===== src/rtl/fcrs_pkg.sv =====
// fcrs_pkg: shared types and constants for the configuration restart sequencer
// holds the phase enum, the result record, register indexes and reset values
// no dependencies
package fcrs_pkg;

    localparam int TIMER_BITS_DEF = 13;
    localparam int LIMIT_W        = 13;
    localparam int TICKS_W        = 10;
    localparam int COUNT_W        = 4;
    localparam int CFG_IDX_W      = 3;
    localparam int CFG_DATA_W     = 13;

    localparam logic [LIMIT_W-1:0] INIT_WAIT_RST  = 13'd500;
    localparam logic [LIMIT_W-1:0] DONE_WAIT_RST  = 13'd5000;
    localparam logic [COUNT_W-1:0] ATTEMPT_RST    = 4'd3;
    localparam logic [TICKS_W-1:0] HOLD_RST       = 10'd10;
    localparam logic [TICKS_W-1:0] PRE_SETTLE_RST = 10'd100;
    localparam logic [TICKS_W-1:0] DONE_SETTLE_RST = 10'd100;
    localparam logic [TICKS_W-1:0] BACKOFF_RST    = 10'd250;

    typedef enum logic [CFG_IDX_W-1:0] {
        REG_INIT_WAIT   = 3'd0,
        REG_DONE_WAIT   = 3'd1,
        REG_ATTEMPTS    = 3'd2,
        REG_HOLD        = 3'd3,
        REG_PRE_SETTLE  = 3'd4,
        REG_DONE_SETTLE = 3'd5,
        REG_BACKOFF     = 3'd6
    } cfg_reg_t;

    typedef enum logic [3:0] {
        PH_IDLE        = 4'd0,
        PH_SETTLE      = 4'd1,
        PH_RESET_WAIT  = 4'd2,
        PH_WAIT_INIT   = 4'd3,
        PH_WAIT_DONE   = 4'd4,
        PH_INIT_TO     = 4'd5,
        PH_DONE_TO     = 4'd6,
        PH_SUCCESS     = 4'd7,
        PH_SETUP_ERR   = 4'd8,
        PH_HOLD        = 4'd9,
        PH_DONE_SETTLE = 4'd10,
        PH_FAIL_INIT   = 4'd11,
        PH_FAIL_DONE   = 4'd12
    } phase_t;

    typedef enum logic [3:0] {
        CODE_IDLE      = 4'd0,
        CODE_SETTLE    = 4'd1,
        CODE_RESET     = 4'd2,
        CODE_WAIT_INIT = 4'd3,
        CODE_WAIT_DONE = 4'd4,
        CODE_INIT_TO   = 4'd5,
        CODE_DONE_TO   = 4'd6,
        CODE_SUCCESS   = 4'd7,
        CODE_SETUP_ERR = 4'd8
    } phase_code_t;

    typedef enum logic [1:0] {
        OUT_RUNNING   = 2'd0,
        OUT_SUCCESS   = 2'd1,
        OUT_SETUP_ERR = 2'd2,
        OUT_TIMEOUT   = 2'd3
    } outcome_t;

    typedef enum logic {
        REQ_TICK  = 1'b0,
        REQ_START = 1'b1
    } req_t;

    typedef struct packed {
        logic               program_asserted;
        logic               mux_on;
        logic [3:0]         phase_code;
        logic [COUNT_W-1:0] attempts_used;
        logic [COUNT_W-1:0] init_low_count;
        logic [1:0]         outcome;
    } result_t;

    // hold and done settle report as the phase they belong to
    function automatic phase_code_t phase_to_code(input phase_t ph);
        phase_code_t code;
        begin
            unique case (ph)
                PH_IDLE:        code = CODE_IDLE;
                PH_SETTLE:      code = CODE_SETTLE;
                PH_RESET_WAIT:  code = CODE_RESET;
                PH_HOLD:        code = CODE_RESET;
                PH_WAIT_INIT:   code = CODE_WAIT_INIT;
                PH_WAIT_DONE:   code = CODE_WAIT_DONE;
                PH_DONE_SETTLE: code = CODE_WAIT_DONE;
                PH_INIT_TO:     code = CODE_INIT_TO;
                PH_FAIL_INIT:   code = CODE_INIT_TO;
                PH_DONE_TO:     code = CODE_DONE_TO;
                PH_FAIL_DONE:   code = CODE_DONE_TO;
                PH_SUCCESS:     code = CODE_SUCCESS;
                PH_SETUP_ERR:   code = CODE_SETUP_ERR;
                default:        code = CODE_IDLE;
            endcase
            return code;
        end
    endfunction

endpackage


===== src/rtl/fpga_config_restart_sequencer.sv =====
// fpga_config_restart_sequencer: program / init / done pin restart sequencer
// depends on fcrs_pkg for the phase enum, result record and register map
//
// usage: each request on the input channel (in_valid / in_stall) is either a
// one millisecond tick carrying the sampled INIT_B and DONE pins, or a start
// carrying the set-up status. every request produces exactly one result on
// the output channel (out_valid / out_stall) with the pin controls, the
// phase code, attempt counters and the run outcome after that request.
// the result of an accepted request is registered into the output buffer and
// offered once older results have left. throughput is one request per cycle while
// in_stall is low; the sequencer state takes a single next-state pass per request.
// results go through a two-entry output buffer, so a request is still taken
// while one result waits; in_stall rises only when both entries are full.
// registers are written on the cfg channel (cfg_valid / cfg_ready, always
// ready), index 0..6 in the register map, other indexes are dropped. write
// them while no request is in flight; changes act at once.
// reset returns all registers to their defaults, the sequencer to idle with
// counters cleared and the mux disabled, and empties the output buffer.
module fpga_config_restart_sequencer #(
    parameter int TIMER_BITS = fcrs_pkg::TIMER_BITS_DEF
) (
    input  logic                            clk,
    input  logic                            rst_n,
    input  logic                            in_valid,
    output logic                            in_stall,
    input  logic                            req_type,
    input  logic                            setup_ok,
    input  logic                            init_pin,
    input  logic                            done_pin,
    output logic                            out_valid,
    input  logic                            out_stall,
    output logic                            program_asserted,
    output logic                            mux_on,
    output logic [3:0]                      phase_code,
    output logic [fcrs_pkg::COUNT_W-1:0]    attempts_used,
    output logic [fcrs_pkg::COUNT_W-1:0]    init_low_count,
    output logic [1:0]                      outcome,
    input  logic                            cfg_valid,
    output logic                            cfg_ready,
    input  logic [fcrs_pkg::CFG_IDX_W-1:0]  cfg_index,
    input  logic [fcrs_pkg::CFG_DATA_W-1:0] cfg_data
);
    import fcrs_pkg::*;

    // compare width covers both the timer and the widest limit
    localparam int CMP_W = (TIMER_BITS > LIMIT_W) ? TIMER_BITS : LIMIT_W;

    // configuration registers
    logic [LIMIT_W-1:0] init_wait_reg;
    logic [LIMIT_W-1:0] done_wait_reg;
    logic [COUNT_W-1:0] attempt_lim_reg;
    logic [TICKS_W-1:0] hold_reg;
    logic [TICKS_W-1:0] pre_settle_reg;
    logic [TICKS_W-1:0] done_settle_reg;
    logic [TICKS_W-1:0] backoff_reg;

    // sequencer state
    phase_t                phase_reg, phase_next;
    logic [TIMER_BITS-1:0] timer_reg, timer_next;
    logic [COUNT_W-1:0]    attempt_reg, attempt_next;
    logic [COUNT_W-1:0]    init_low_reg, init_low_next;
    logic                  mux_reg, mux_next;
    outcome_t              outcome_reg, outcome_next;

    // output buffer
    result_t    buf_reg [2];
    logic       wr_ptr_reg;
    logic       rd_ptr_reg;
    logic [1:0] count_reg;
    result_t    result;

    logic                  in_accept;
    logic                  out_accept;
    logic                  running;
    logic [TIMER_BITS-1:0] timer_inc;
    logic [TICKS_W-1:0]    delay_lim;
    logic [LIMIT_W-1:0]    wait_lim;
    logic                  delay_done;
    logic                  wait_to;
    logic [COUNT_W-1:0]    lim_attempts;
    logic [COUNT_W-1:0]    attempt_bump;

    assign cfg_ready  = 1'b1;
    assign in_stall   = (count_reg == 2'd2);
    assign in_accept  = in_valid && !in_stall;
    assign out_valid  = (count_reg != 2'd0);
    assign out_accept = out_valid && !out_stall;

    always_ff @(posedge clk or negedge rst_n)
    begin
        if (!rst_n)
        begin
            init_wait_reg   <= INIT_WAIT_RST;
            done_wait_reg   <= DONE_WAIT_RST;
            attempt_lim_reg <= ATTEMPT_RST;
            hold_reg        <= HOLD_RST;
            pre_settle_reg  <= PRE_SETTLE_RST;
            done_settle_reg <= DONE_SETTLE_RST;
            backoff_reg     <= BACKOFF_RST;
        end
        else if (cfg_valid && cfg_ready)
        begin
            unique case (cfg_index)
                REG_INIT_WAIT:   init_wait_reg   <= cfg_data;
                REG_DONE_WAIT:   done_wait_reg   <= cfg_data;
                REG_ATTEMPTS:    attempt_lim_reg <= cfg_data[COUNT_W-1:0];
                REG_HOLD:        hold_reg        <= cfg_data[TICKS_W-1:0];
                REG_PRE_SETTLE:  pre_settle_reg  <= cfg_data[TICKS_W-1:0];
                REG_DONE_SETTLE: done_settle_reg <= cfg_data[TICKS_W-1:0];
                REG_BACKOFF:     backoff_reg     <= cfg_data[TICKS_W-1:0];
                default:         ;
            endcase
        end
    end

    // per-phase limits and timer compares
    assign timer_inc = (&timer_reg) ? timer_reg : timer_reg + 1'b1;

    assign delay_lim = (phase_reg == PH_SETTLE)      ? pre_settle_reg  :
                       (phase_reg == PH_HOLD)        ? hold_reg        :
                       (phase_reg == PH_DONE_SETTLE) ? done_settle_reg :
                                                       backoff_reg;
    assign wait_lim  = (phase_reg == PH_WAIT_DONE) ? done_wait_reg : init_wait_reg;

    // saturated timer equals the clamped limit, so reaching all ones also ends the count
    assign delay_done = (CMP_W'(timer_inc) >= CMP_W'(delay_lim)) || (&timer_inc);
    assign wait_to    = (CMP_W'(timer_reg) >= CMP_W'(wait_lim)) || (&timer_reg);

    assign lim_attempts = (attempt_lim_reg == '0) ? COUNT_W'(1) : attempt_lim_reg;
    assign attempt_bump = (&attempt_reg) ? attempt_reg : attempt_reg + 1'b1;

    always_comb
    begin
        case (phase_reg) inside
            PH_SETTLE, PH_RESET_WAIT, PH_HOLD, PH_WAIT_INIT, PH_WAIT_DONE,
            PH_DONE_SETTLE, PH_INIT_TO, PH_DONE_TO: running = 1'b1;
            default:                                running = 1'b0;
        endcase
    end

    always_ff @(posedge clk or negedge rst_n)
    begin
        if (!rst_n)
        begin
            phase_reg    <= PH_IDLE;
            timer_reg    <= '0;
            attempt_reg  <= '0;
            init_low_reg <= '0;
            mux_reg      <= 1'b0;
            outcome_reg  <= OUT_RUNNING;
        end
        else if (in_accept)
        begin
            phase_reg    <= phase_next;
            timer_reg    <= timer_next;
            attempt_reg  <= attempt_next;
            init_low_reg <= init_low_next;
            mux_reg      <= mux_next;
            outcome_reg  <= outcome_next;
        end
    end

    always_comb
    begin
        phase_next    = phase_reg;
        timer_next    = timer_reg;
        attempt_next  = attempt_reg;
        init_low_next = init_low_reg;
        mux_next      = mux_reg;
        outcome_next  = outcome_reg;

        if (req_t'(req_type) == REQ_START)
        begin
            // a start during a run is dropped
            if (!running)
            begin
                attempt_next  = '0;
                init_low_next = '0;
                timer_next    = '0;
                if (setup_ok)
                begin
                    mux_next     = 1'b1;
                    outcome_next = OUT_RUNNING;
                    phase_next   = PH_SETTLE;
                end
                else
                begin
                    mux_next     = 1'b0;
                    outcome_next = OUT_SETUP_ERR;
                    phase_next   = PH_SETUP_ERR;
                end
            end
        end
        else
        begin
            unique case (phase_reg) inside
                PH_SETTLE:
                begin
                    timer_next = timer_inc;
                    if (delay_done)
                    begin
                        attempt_next = attempt_bump;
                        phase_next   = PH_RESET_WAIT;
                        timer_next   = '0;
                    end
                end
                PH_RESET_WAIT:
                begin
                    if (!init_pin)
                    begin
                        init_low_next = (&init_low_reg) ? init_low_reg : init_low_reg + 1'b1;
                        phase_next    = PH_HOLD;
                        timer_next    = '0;
                    end
                    else if (wait_to)
                    begin
                        phase_next = PH_INIT_TO;
                        timer_next = '0;
                    end
                    else
                    begin
                        timer_next = timer_inc;
                    end
                end
                PH_HOLD:
                begin
                    timer_next = timer_inc;
                    if (delay_done)
                    begin
                        phase_next = PH_WAIT_INIT;
                        timer_next = '0;
                    end
                end
                PH_WAIT_INIT:
                begin
                    if (init_pin)
                    begin
                        phase_next = PH_WAIT_DONE;
                        timer_next = '0;
                    end
                    else if (wait_to)
                    begin
                        phase_next = PH_INIT_TO;
                        timer_next = '0;
                    end
                    else
                    begin
                        timer_next = timer_inc;
                    end
                end
                PH_WAIT_DONE:
                begin
                    if (done_pin)
                    begin
                        phase_next = PH_DONE_SETTLE;
                        timer_next = '0;
                    end
                    else if (wait_to)
                    begin
                        phase_next = PH_DONE_TO;
                        timer_next = '0;
                    end
                    else
                    begin
                        timer_next = timer_inc;
                    end
                end
                PH_DONE_SETTLE:
                begin
                    timer_next = timer_inc;
                    if (delay_done)
                    begin
                        phase_next   = PH_SUCCESS;
                        timer_next   = '0;
                        mux_next     = 1'b1;
                        outcome_next = OUT_SUCCESS;
                    end
                end
                PH_INIT_TO, PH_DONE_TO:
                begin
                    timer_next = timer_inc;
                    if (delay_done)
                    begin
                        timer_next = '0;
                        if (attempt_reg < lim_attempts)
                        begin
                            attempt_next = attempt_bump;
                            phase_next   = PH_RESET_WAIT;
                        end
                        else
                        begin
                            phase_next   = (phase_reg == PH_INIT_TO) ? PH_FAIL_INIT
                                                                     : PH_FAIL_DONE;
                            mux_next     = 1'b1;
                            outcome_next = OUT_TIMEOUT;
                        end
                    end
                end
                default: ;
            endcase
        end

        result.program_asserted = (phase_next == PH_RESET_WAIT) || (phase_next == PH_HOLD);
        result.mux_on           = mux_next;
        result.phase_code       = phase_to_code(phase_next);
        result.attempts_used    = attempt_next;
        result.init_low_count   = init_low_next;
        result.outcome          = outcome_next;
    end

    // two-entry result buffer
    always_ff @(posedge clk)
    begin
        if (in_accept)
        begin
            buf_reg[wr_ptr_reg] <= result;
        end
    end

    always_ff @(posedge clk or negedge rst_n)
    begin
        if (!rst_n)
        begin
            wr_ptr_reg <= 1'b0;
            rd_ptr_reg <= 1'b0;
            count_reg  <= 2'd0;
        end
        else
        begin
            if (in_accept)
            begin
                wr_ptr_reg <= !wr_ptr_reg;
            end
            if (out_accept)
            begin
                rd_ptr_reg <= !rd_ptr_reg;
            end
            if (in_accept && !out_accept)
            begin
                count_reg <= count_reg + 2'd1;
            end
            else if (out_accept && !in_accept)
            begin
                count_reg <= count_reg - 2'd1;
            end
        end
    end

    assign program_asserted = buf_reg[rd_ptr_reg].program_asserted;
    assign mux_on           = buf_reg[rd_ptr_reg].mux_on;
    assign phase_code       = buf_reg[rd_ptr_reg].phase_code;
    assign attempts_used    = buf_reg[rd_ptr_reg].attempts_used;
    assign init_low_count   = buf_reg[rd_ptr_reg].init_low_count;
    assign outcome          = buf_reg[rd_ptr_reg].outcome;

    // buffer never holds more than two results
    a_count_bound: assert property (@(posedge clk) disable iff (!rst_n)
        count_reg != 2'd3)
        else $error("result buffer count out of range");

    // a failed set-up start from a stopped state ends in the error phase with the mux off
    a_setup_err: assert property (@(posedge clk) disable iff (!rst_n)
        (in_accept && req_type && !setup_ok && !running)
        |=> (phase_reg == PH_SETUP_ERR) && !mux_reg && (outcome_reg == OUT_SETUP_ERR))
        else $error("set-up failure not reported");

    // success always comes with the mux on and a success outcome
    a_success: assert property (@(posedge clk) disable iff (!rst_n)
        (phase_reg == PH_SUCCESS) |-> mux_reg && (outcome_reg == OUT_SUCCESS))
        else $error("success phase without success outcome");

    // the timer is idle whenever no run is active
    a_timer_idle: assert property (@(posedge clk) disable iff (!rst_n)
        !running |-> (timer_reg == '0))
        else $error("timer running outside a run");

    // a full buffer keeps stalling until a result leaves
    a_full_stall: assert property (@(posedge clk) disable iff (!rst_n)
        (count_reg == 2'd2) && out_stall |=> in_stall)
        else $error("buffer freed without a result leaving");

endmodule


===== config.mk =====
export PLATFORM = sky130hd
export DESIGN_NAME = fpga_config_restart_sequencer
export DESIGN_NICKNAME = d
export VERILOG_FILES = /design/src/rtl/fcrs_pkg.sv /design/src/rtl/fpga_config_restart_sequencer.sv
export SDC_FILE = /design/constraint.sdc
export NUM_CORES = 1
export LEC_CHECK = 0
export BUFFER_PORTS_ARGS = -buffer_cell sky130_fd_sc_hd__clkbuf_2
export CORE_MARGIN = 3
export CORE_UTILIZATION = 45
export DETAILED_ROUTE_END_ITERATION = 10
export PLACE_DENSITY = 0.73
export SYNTH_ARGS = -nofsm -noshare
export SYNTH_HDL_FRONTEND = slang
export SYNTH_SLANG_ARGS = --single-unit

===== constraint.sdc =====
create_clock -name clk -period 11.6 [get_ports clk]
set_clock_uncertainty 0.05 [all_clocks]
set_input_delay 0 -clock clk [delete_from_list [all_inputs] [get_ports clk]]
set_output_delay 0 -clock clk [all_outputs]
set_load 0.02 [all_outputs]

# Word level (Yosys, flattened, before mapping)
# Memory sizes are Yosys's and may differ from the RTL's.
# Cells that the tools add are included.
# word_totals
regBits,102
ramBits,32
rom_bits,64
inputBits,25
word_cells,137
n_memories,2
# memory_table
name,words,word_bits,rd,rd_ports_with_merged_regs,write_ports,line,text
(no name shown),16,4,1,0,0,fcrs_pkg.sv:84,unique case (ph)
buf_reg,2,16,1,0,1,fpga_config_restart_sequencer.sv:66,result_t buf_reg [2];
# op_classes
add_sub_neg,5
magnitude_cmp,3
n_eq_ne,18
muxes,60
reduce_logical,33
# ops
operator,n
$mux W13,9
$mux W4,25
$pmux W13 S4,1
$mux W10,3
$pmux W4 S7,1
$reduce_and A13 Y1,2
$mux W2,8
$reduce_and A2 Y1,7
$add A13 B1 Y13 const B,1
$ge A13 B10 Y1,1
$ge A13 B13 Y1,1
$eq A4 B2 Y1 const B,3
$eq A4 B3 Y1 const B,3
$eq A4 B4 Y1 const B,3
$eq A3 B3 Y1 const B,3
$mux W1,9
$add A4 B1 Y4 const B,2
$pmux W4 S2,1
$reduce_and A4 Y1,2
$reduce_or A8 Y1,1
$eq A3 B2 Y1 const B,2
$logic_not A1 Y1,6
$reduce_bool A5 Y1,1
$reduce_or A5 Y1,1
other kinds (17),23

# Logic depth before layout (Yosys ltp)
# Gate-level depths: netlist of the first run.
# logic_depth
word_depth,11
depth_mapped,22
depth_no_buf,17

# Worst setup path after synthesis of the first run
# No wires, ideal clock.
# synth_path
path_type,reg2reg
start,reg phase_reg[0]
end,mem buf_reg[0][15] (netlist bit) (data pin)
setup_time_ps,158
arrival_time_ps,4172
required_ps,11392
setup_slack_ps,7220
stages_incl_launch_ff,22
path_buffers,5
cell_sequence,dfrtp_1 buf_4 nand2b_1 clkbuf_1 or2_2 clkbuf_1 clkbuf_1 nand2_1 nand3_1 o21ai_0 ha_1 o21ai_0 a211oi_1 nand2_1 nor3_1 a211oi_4 and2_4 buf_6 nor2_1 o221ai_1 or3_1 a21oi_1
# synth_lines
element,line,text
from (decl),fpga_config_restart_sequencer.sv:58,"phase_t phase_reg, phase_next;"
from (signal assigned),fpga_config_restart_sequencer.sv:154,phase_reg <= phase_next;
to (decl),fpga_config_restart_sequencer.sv:66,

==> flow_summary.json, run 1 <==
{
  "status": "finished, final reports clean",
  "core_um2": 16100,
  "antenna_found_initial": 0,
  "ys_seq_area_frac": 0.470,
  "hold_path_class": "primary input to flip-flop",
  "drive_gt1_frac": 0.289,
  "cts_buffers": 17,
  "r2r_slack_ps": 6060,
  "slew_violations": 0,
  "reg2reg_from": "phase_reg[3]",
  "syn2layout_area_growth_pct": 14.3,
  "gr-usage-met2": 0.309,
  "p_per_area_nw_per_um2": 227,
  "synth_cell_types": 70,
  "syn_nets": 749,
  "cp_data_arrival_time_ps": 5730,
  "whs_path_depth": 4,
  "synth_top_family_by_area": "multiplexers",
  "clock_latency_ps": 430,
  "routed_wl_um": 17700,
  "grt_pass1_vias": 5582,
  "clkTransAtPathRegs_ps": 60,
  "async_flop_share": 0.761,
  "final.setup.tns_ps": 0,
  "synth_top_area_share": 0.249,
  "drtIter0Drc": 398,
  "critPathLaunch": "phase_reg[3]",
  "gp_congestion": 0.903,
  "cts_buffer_depth": 2,
  "ys_ff_latch": 134,
  "die_w_um": 135,
  "hold_end": "attempt_lim_reg[1]",
  "final_cell_mix": "mux2_2, dfrtp_1, nand2_1",
  "numClockSinks": 134,
  "timing.rr.end": "buf_reg[1][12]",
  "die_y_um": 135,
  "grt.total_usage": 0.202,
  "critPathKind": "flip-flop to flip-flop",
  "max_freq_mhz": 180,
  "grtUsageMet1": 0.285,
  "synth_cells": 695,
  "syn_area_um2": 7540,
  "maxSlewHeadroom": 0.203,
  "fp.dieArea_um2": 18300,
  "synth_xor_area_frac": 0.0151,
  "worst_pin_slew_ps": 1180,
  "grt_pass1_wl_um": 29200,
  "grt_start_max_net_pins": 83,
  "synth_compound_area_frac": 0.136,
  "num_vias": 5738,
  "finalSetupViolations": 0,
  "worst_slack_ps": 6060,
  "overflow": 0,
  "period_minus_slack_ps": 5540,
  "cts_hold_buf": 17,
  "required_ps": 11790,
  "timing.hold.ws_ps": 32.3,
  "nets": 795,
  "cts_root_buf": "clkbuf_16",
  "path_max_fanout": 25,
  "h-tree-depth": 4,
  "pre_cts_ws_ps": 6160,
  "synth_edf_count": 32,
  "p_leak_nw": 3.58,
  "cts_setup_buffers": 0,
  "r2r_cells": 15,
  "dr.pass1.iters": 7,
  "largest_reg_flops": 32,
  "synthFlopType": "dfrtp_1",
  "initial_core_util": 0.468,
  "vias_per_cell": 5.92,
  "maxCapViolations": 0,
  "grt_use_met3": 0.0435,
  "final_common_cell": "mux2_2",
  "yosys-top-cells-area": "dfrtp_1, mux2_2, edfxtp_1",
  "drc": 0,
  "synth_mux_area_frac": 0.160,
  "yosys.area_share.simple": 0.136,
  "io_pins": 44,
  "vdd_drop_max_mv": 0.126,
  "rsz0062_at_grt": "no",
  "synth_fa_ha_area_frac": 0.0494,
  "yosysWarnings": 0,
  "cts_resized": 0,
  "yosys.area.top_type": "dfrtp_1",
  "hold_viol_final": 0,
  "end_kind": "flip-flop",
  "num_antenna_cells": 0,
  "portBuffers": 42,
  "rows": 46,
  "hpwl_um": 12500,
  "ant_nets": 0,
  "tritoncts": "yes",
  "utilization": 0.535,
  "grt_busiest_layer": "met2",
  "wire_per_inst_um": 18.3,
  "fin_crit_sh": 0.478,
  "critPathLaunchType": "flip-flop",
  "hp-start": "cfg_index[0]",
  "synth_area_per_cell_um2": 10.9
}
layer usage:
layer,routed length [um],vias up,part of all wire
met1,8280,2837,0.47
met4,332,0,0.019
met2,8150,180,0.46
li1,-,2695,-
met5,0,-,0
met3,946,26,0.053
cells by family after synthesis:
family,Yosys count
mux,109
other cells,1
buf+inv,56
compound gates,153
flops,134
fa+ha+maj,30
simple gates,199
xor+xnor,13
cell usage after synthesis (6+ instances only):
library cell  instances
mux2_2               94
dfrtp_1              75
nand2_1              71
o21ai_0              40
a21oi_1              36
edfxtp_1             32
nand3_1              31
ha_1                 29
dfstp_2              27
clkbuf_1             26
inv_1                20
nor2_1               19
nor3_1               19
mux2i_1              15
nand2b_1             13
a211oi_1              9
a22o_1                8
a21o_1                7
and3_1                7
nand4_1               7
xnor2_1               7
o22ai_1               6
xor2_1                6
where the power goes:
group | switching, W | leakage (nW) | internal (W)
combinational | 0.000408 | 1.79 | 0.000289
clock | 0.000230 | 0.266 | 0.000282
sequential | 0.000113 | 1.52 | 0.000638
total | 0.000751 | 3.58 | 0.00121
worst max-delay path, cell delays in order, from the launching register on:
cell      delay [ps]
dfrtp_1          970
inv_1            200
nand2_1          300
or3_1            630
mux2i_1          210
ha_1             340
nand3_1          110
a21oi_1          160
a211oi_1          90
o311ai_0         860
maj3_1           330
nand3_1           70
o221a_2          160
a31oi_1          430
o21bai_1         180
a21boi_0         250
layout make-up:
type                       instances  area (um^2)
fill                            1396         7490
inverter                          21         78.8
multi-input combinational        505         3760
timing repair buffer              62          405
sequential                       134         3550
clock buffer                      17          425
tap                              216          270
clock inverter                    15          134
worst max-delay path by stage:
stage                                end  slack (ps)  cells after the start
after CTS                 buf_reg[1][12]        6130                     15
after global routing      buf_reg[1][12]        5610                     15
final                     buf_reg[1][12]        6060                     15
after global placement    buf_reg[0][12]        6220                     14
after detailed placement  buf_reg[1][12]        6160                     15
after floorplan           buf_reg[0][15]        7220                     21
through the flow:
step	cells	cell area [um^2]	power [W]
after floorplan	695	7540	0.00125
after global placement	921	7890	0.00141
after detailed placement	921	7890	0.00144
after CTS	970	8620	0.00196
after global routing	970	8620	0.00209
final	970	8620	0.00196
No activity file was read; power rests on OpenSTA's default activity.
==> run 2: changes to the inputs <==
--- a/config.mk
+++ b/config.mk
@@ -5,11 +5,12 @@
 export SDC_FILE = /design/constraint.sdc
 export NUM_CORES = 1
 export LEC_CHECK = 0
+export ABC_AREA = 1
 export BUFFER_PORTS_ARGS = -buffer_cell sky130_fd_sc_hd__clkbuf_2
 export CORE_MARGIN = 3
 export CORE_UTILIZATION = 45
 export DETAILED_ROUTE_END_ITERATION = 10
-export PLACE_DENSITY = 0.73
+export PLACE_DENSITY = 0.75
 export SYNTH_ARGS = -nofsm -noshare
 export SYNTH_HDL_FRONTEND = slang
 export SYNTH_SLANG_ARGS = --single-unit
==> constraint.sdc (replaced) <==
create_clock -name clk -period 4.7 [get_ports clk]
set_clock_uncertainty 0.05 [all_clocks]
set_input_delay 0 -clock clk [delete_from_list [all_inputs] [get_ports clk]]
set_output_delay 0 -clock clk [all_outputs]
set_load 0.02 [all_outputs]
==> flow_summary.json, run 2 <==
{
  "syn2layout_area_growth_pct": 14.7,
  "critical_path.max_stage_delay_ps": 410,
  "hpwl_um": 12200,
  "slew_violations": 0,
  "maxSlewHeadroom": 0.480,
  "r2r_cells": 25,
  "synth_most_common_cell": "nand2_1",
  "cts_root_buf": "clkbuf_16",
  "drc": 0,
  "dr_wl_met2_um": 7830,
  "crit_family": "simple AND/OR/NAND/NOR gates",
  "final.setup.tns_ps": 0,
  "grt_start_max_net_pins": 59,
  "synthFlopType": "dfrtp_1",
  "largest_reg_flops": 32,
  "portBuffers": 42,
  "sequentialPowerShare": 0.367,
  "maxCapViolations": 0,
  "p_int_w": 0.00275,
  "path_max_fanout": 12,
  "yosysWarnings": 0,
  "rows": 46,
  "synth_top_area_share": 0.248,
  "period_minus_slack_ps": 4210,
  "io_pins": 44,
  "grt.total_usage": 0.199,
  "max_freq_mhz": 237,
  "synth_area_per_cell_um2": 8.27,
  "finalSetupViolations": 0,
  "end_kind": "flip-flop",
  "clkTransAtPathRegs_ps": 60,
  "drt-met1-wl_um": 8080,
  "critPathLaunchType": "flip-flop",
  "hold_viol_final": 0,
  "required_ps": 4780,
  "syn_area_um2": 7570,
  "core_um2": 16200,
  "grt_pass1_wl_um": 29400,
  "final_common_cell": "nand2_1",
  "clock_latency_ps": 420,
  "drtIter0Drc": 508,
  "die_w_um": 136,
  "final_cell_mix": "nand2_1, o21ai_0, inv_1",
  "cts_buffer_depth": 2,
  "rsz0062_at_grt": "no",
  "overflow": 0,
  "vdd_drop_max_mv": 0.301,
  "ys_ff_latch": 134,
  "cp_slowest_cell": "dfrtp_1",
  "gp_congestion": 0.928,
  "drive_gt1_frac": 0.170,
  "total_power_w": 0.00457,
  "cts_setup_buffers": 0,
  "status": "finished, final reports clean",
  "num_antenna_cells": 0,
  "synth_common_cells": "nand2_1, o21ai_0, inv_1",
  "async_flop_share": 0.761,
  "tritoncts": "yes",
  "ant_nets": 0,
  "num_vias": 6317,
  "antenna_found_initial": 0,
  "p_per_area_nw_per_um2": 526,
  "p_clk_frac": 0.274,
  "power.share.switching": 0.399,
  "vias_per_cell": 5.27,
  "comb_power_share": 0.359,
  "timing.hold.ws_ps": 19.1,
  "dr.pass1.iters": 5,
  "crit_path_frequent_cell": "nand2_1",
  "wl_met3_um": 895,
  "initial_core_util": 0.468,
  "whs_path_depth": 5,
  "hold_path_class": "primary input to flip-flop",
  "final_cell_area_um2": 8690,
  "p_sw_w": 0.00182,
  "grt_pass1_vias": 5918,
  "wire_per_inst_um": 14.2,
  "cts_buffers": 17,
  "critPathKind": "flip-flop to flip-flop",
  "cp_num_buf_inv": 3,
  "p_leak_nw": 4.02,
  "fin_crit_sh": 0.896,
  "synth_edf_count": 32,
  "cp_data_arrival_time_ps": 4290,
  "nets": 1024,
  "worst_pin_slew_ps": 778,
  "ys_seq_area_frac": 0.468,
  "synth_cells": 916,
  "h-tree-depth": 4,
  "yosys.area.top_type": "dfrtp_1",
  "fp.dieArea_um2": 18400,
  "yosys-top-cells-area": "dfrtp_1, nand2_1, edfxtp_1",
  "crit_cells": 25,
  "synth_cell_types": 52,
  "syn_nets": 970,
  "routed_wl_um": 17100,
  "die_y_um": 136,
  "top_layer_used": "met4",
  "numClockSinks": 134,
  "placed_area_um2": 7960
}
[run 2: cell count changes in the layout (fill, tap and decap cells not counted), moves of 13 or more]
| cell | previous run | this run |
|---|---|---|
| nand2_1 | 71 | 257 |
| mux2_2 | 94 | 0 |
| inv_1 | 20 | 91 |
| o21ai_0 | 40 | 110 |
| nor2_1 | 19 | 59 |
| a21oi_1 | 36 | 22 |
| inv_2 | 1 | 15 |
| nor3_1 | 18 | 4 |
| nand2b_1 | 13 | 0 |
| o211ai_1 | 1 | 14 |
[run 2: area by class of cell]
class	count	area [um^2]
inverters	110	415
clock buffers	17	425
fillers	1489	7490
repair buffers	65	425
clock inverters	15	134
multi-input cells	642	3470
well taps	216	270
flip-flops and latches	134	3550
[run 2: repair_timing]
action / 4_1_cts / 5_1_grt
hold buffers: 16 / 0
endpoints found under the hold margin: 119 / 0
resized for setup: 0 / 1
endpoints found under the setup margin: 0 / 2
[run 2: kinds of logic after synthesis]
group | synth area share
other | 0.000495
adder cells (fa/ha/maj) | 0.0479
buffers and inverters | 0.0743
multiplexers | 0.0159
AND/OR/NAND/NOR | 0.227
AO/OA/AOI/OAI | 0.151
XOR/XNOR | 0.0150
flip-flops | 0.468
[run 2: power groups by stage]
stage	clock, W	sequential (W)	combinational, W
6_report	0.00125	0.00168	0.00164
5_1_grt	0.00132	0.00171	0.00186
4_1_cts	0.00127	0.00167	0.00164
3_5_place_dp	0	0.00169	0.00162
3_3_place_gp	0	0.00169	0.00159
2_1_floorplan	0	0.00163	0.00128
[run 2: worst paths after layout]
kind,from,to,slack [ps]
hold reg to reg,done_wait_reg[1],done_wait_reg[1],440
hold / removal,in_valid,outcome_reg[1],20
max in group asynchronous,rst_n,init_low_reg[2],3380
setup / recovery,timer_reg[1],buf_reg[1][6],490
min in group asynchronous,rst_n,done_wait_reg[6],70
setup reg to reg,timer_reg[1],buf_reg[1][6],490
[run 2: through the flow]
| step | cells | setup slack (ps) | util |
|---|---|---|---|
| after floorplan | 916 | 980 | - |
| after global placement | 1151 | 589 | 0.492 |
| after detailed placement | 1151 | 560 | 0.492 |
| after CTS | 1199 | 451 | 0.537 |
| after global routing | 1199 | 26.8 | 0.537 |
| final | 1199 | 488 | 0.537 |
[run 2: routing by layer]
| metal | global-route usage | up-vias |
|---|---|---|
| li1 | - | 3159 |
| met1 | 0.280 | 2950 |
| met2 | 0.312 | 180 |
| met3 | 0.0331 | 28 |
| met4 | 0.0672 | 0 |
| met5 | 0 | - |
[run 2: worst reg2reg max path: cells and delay by family (launching register included)]
family,cells,cell delay [ps]
AO/OA/AOI/OAI,4,480
flip-flops,1,410
buffers and inverters,3,270
XOR/XNOR,1,230
AND/OR/NAND/NOR,15,1980
adder cells (fa/ha/maj),2,520
==> run 3: changes to the inputs <==
--- a/config.mk
+++ b/config.mk
@@ -10,7 +10,7 @@
 export CORE_MARGIN = 3
 export CORE_UTILIZATION = 45
 export DETAILED_ROUTE_END_ITERATION = 10
-export PLACE_DENSITY = 0.75
+export PLACE_DENSITY = 0.73
 export SYNTH_ARGS = -nofsm -noshare
 export SYNTH_HDL_FRONTEND = slang
 export SYNTH_SLANG_ARGS = --single-unit
==> constraint.sdc (replaced) <==
create_clock -name clk -period 4.3 [get_ports clk]
set_clock_uncertainty 0.05 [all_clocks]
set_input_delay 0 -clock clk [delete_from_list [all_inputs] [get_ports clk]]
set_output_delay 0 -clock clk [all_outputs]
set_load 0.02 [all_outputs]
==> flow_summary.json, run 3 (synthesis results as in run 2) <==
{
  "status": "finished, final reports clean",
  "largest_reg_flops": 32,
  "cp_data_arrival_time_ps": 4030,
  "drive_gt1_frac": 0.178,
  "io_pins": 44,
  "cp_num_buf_inv": 2,
  "required_ps": 4420,
  "nets": 1033,
  "path_max_fanout": 6,
  "placed_cells": 1158,
  "grt_start_max_net_pins": 60,
  "h-tree-depth": 4,
  "die_y_um": 136,
  "cts_root_buf": "clkbuf_16",
  "drtIter0Drc": 482,
  "p_leak_nw": 4.08,
  "max_freq_mhz": 256,
  "grt_pass1_vias": 6079,
  "crit_family": "simple AND/OR/NAND/NOR gates",
  "reg2reg_from": "timer_reg[1]",
  "worst_pin_slew_ps": 772,
  "fin_cells": 1208,
  "wire_per_inst_um": 14.5,
  "hp-start": "setup_ok",
  "overflow": 0,
  "rows": 46,
  "hpwl_um": 12500,
  "portBuffers": 42,
  "critPathLaunchType": "flip-flop",
  "hold_viol_final": 0,
  "cts_buffer_depth": 2,
  "final_common_cell": "nand2_1",
  "antenna_found_initial": 0,
  "period_minus_slack_ps": 3910,
  "vdd_drop_max_mv": 0.324,
  "critPathKind": "flip-flop to flip-flop",
  "dr.pass1.iters": 5,
  "num_antenna_cells": 0,
  "maxSlewHeadroom": 0.485,
  "syn2layout_area_growth_pct": 16.5,
  "maxCapViolations": 0,
  "clkTransAtPathRegs_ps": 60,
  "num_vias": 6264,
  "critical_path.max_stage_delay_ps": 420,
  "core_um2": 16200,
  "fin_crit_sh": 0.909,
  "gp_congestion": 0.874,
  "initial_core_util": 0.468,
  "end_kind": "flip-flop",
  "grt.total_usage": 0.203,
  "tritoncts": "yes",
  "p_per_area_nw_per_um2": 583,
  "ant_nets": 0,
  "finalSetupViolations": 0,
  "crit_path_frequent_cell": "nand2_1",
  "clock_latency_ps": 430,
  "fp.dieArea_um2": 18400,
  "numClockSinks": 134,
  "hold_path_class": "primary input to flip-flop",
  "cts_setup_buffers": 0,
  "grt_pass1_wl_um": 29800,
  "slew_violations": 0,
  "nFillCells": 1447,
  "routed_wl_um": 17600,
  "vias_per_cell": 5.19,
  "final_cell_mix": "nand2_1, o21ai_0, inv_1",
  "cp_slowest_cell": "dfrtp_1",
  "critPathLaunch": "timer_reg[1]",
  "die_w_um": 136,
  "utilization": 0.545,
  "cts_buffers": 17,
  "drc": 0
}
-- run 3: layout make-up --
| cell class | count | area [um^2] | area share |
|---|---|---|---|
| sequential | 134 | 3550 | 0.402 |
| multi-input combinational | 642 | 3500 | 0.396 |
| timing repair buffer | 74 | 498 | 0.0564 |
| clock buffer | 17 | 425 | 0.0482 |
| inverter | 110 | 415 | 0.0471 |
| tap | 216 | 270 | 0.0306 |
| clock inverter | 15 | 170 | 0.0193 |
-- run 3: metal layers --
metal | GRT usage | wire (um)
met1 | 0.271 | 7980
met2 | 0.330 | 8330
met3 | 0.0416 | 865
met4 | 0.0689 | 393
met5 | 0 | 0
-- run 3: repair_timing --
action | 4_1_cts | 5_1_grt
hold endpoints to repair | 120 | 0
hold buffers | 18 | 0
gates resized for setup | 0 | 7
endpoints found under the setup margin | 0 | 31
-- run 3: worst reg2reg max path: cells and delay by family, from the launching register on --
family	cells	cell delay [ps]
compound gates	2	290
flops	1	420
xor+xnor	1	200
simple gates	18	2060
fa+ha+maj	2	510
buf+inv	2	130
-- run 3: metrics by stage --
stage               setup TNS, ps  instance area (um^2)  hold WS, ps  setup slack (ps)  power (W)
finish                          0                  8820         49.9               392    0.00514
global route                -4.48                  8820          114             -2.25    0.00551
CTS                             0                  8790         14.3               186    0.00516
detailed placement              0                  8010         84.4               241    0.00367
global placement                0                  8010         77.5               279    0.00363
floorplan                       0                  7570         -346               580    0.00317
-- run 3: worst paths after layout --
path,endpoint,slack [ps],depth (start not counted)
worst max-delay path,buf_reg[1][11],390,25
worst max register to register,buf_reg[1][11],390,25
min in group asynchronous,init_wait_reg[9],150,2
max in group asynchronous,done_wait_reg[3],3000,3
worst min-delay path,phase_reg[3],50,6
worst min register to register,backoff_reg[8],440,2
-- run 3: report_power, final --
| group | switching [W] | internal [W] |
|---|---|---|
| Clock | 0.000599 | 0.000870 |
| Combinational | 0.00121 | 0.000628 |
| Sequential | 0.000182 | 0.00165 |
| Total | 0.00199 | 0.00315 |
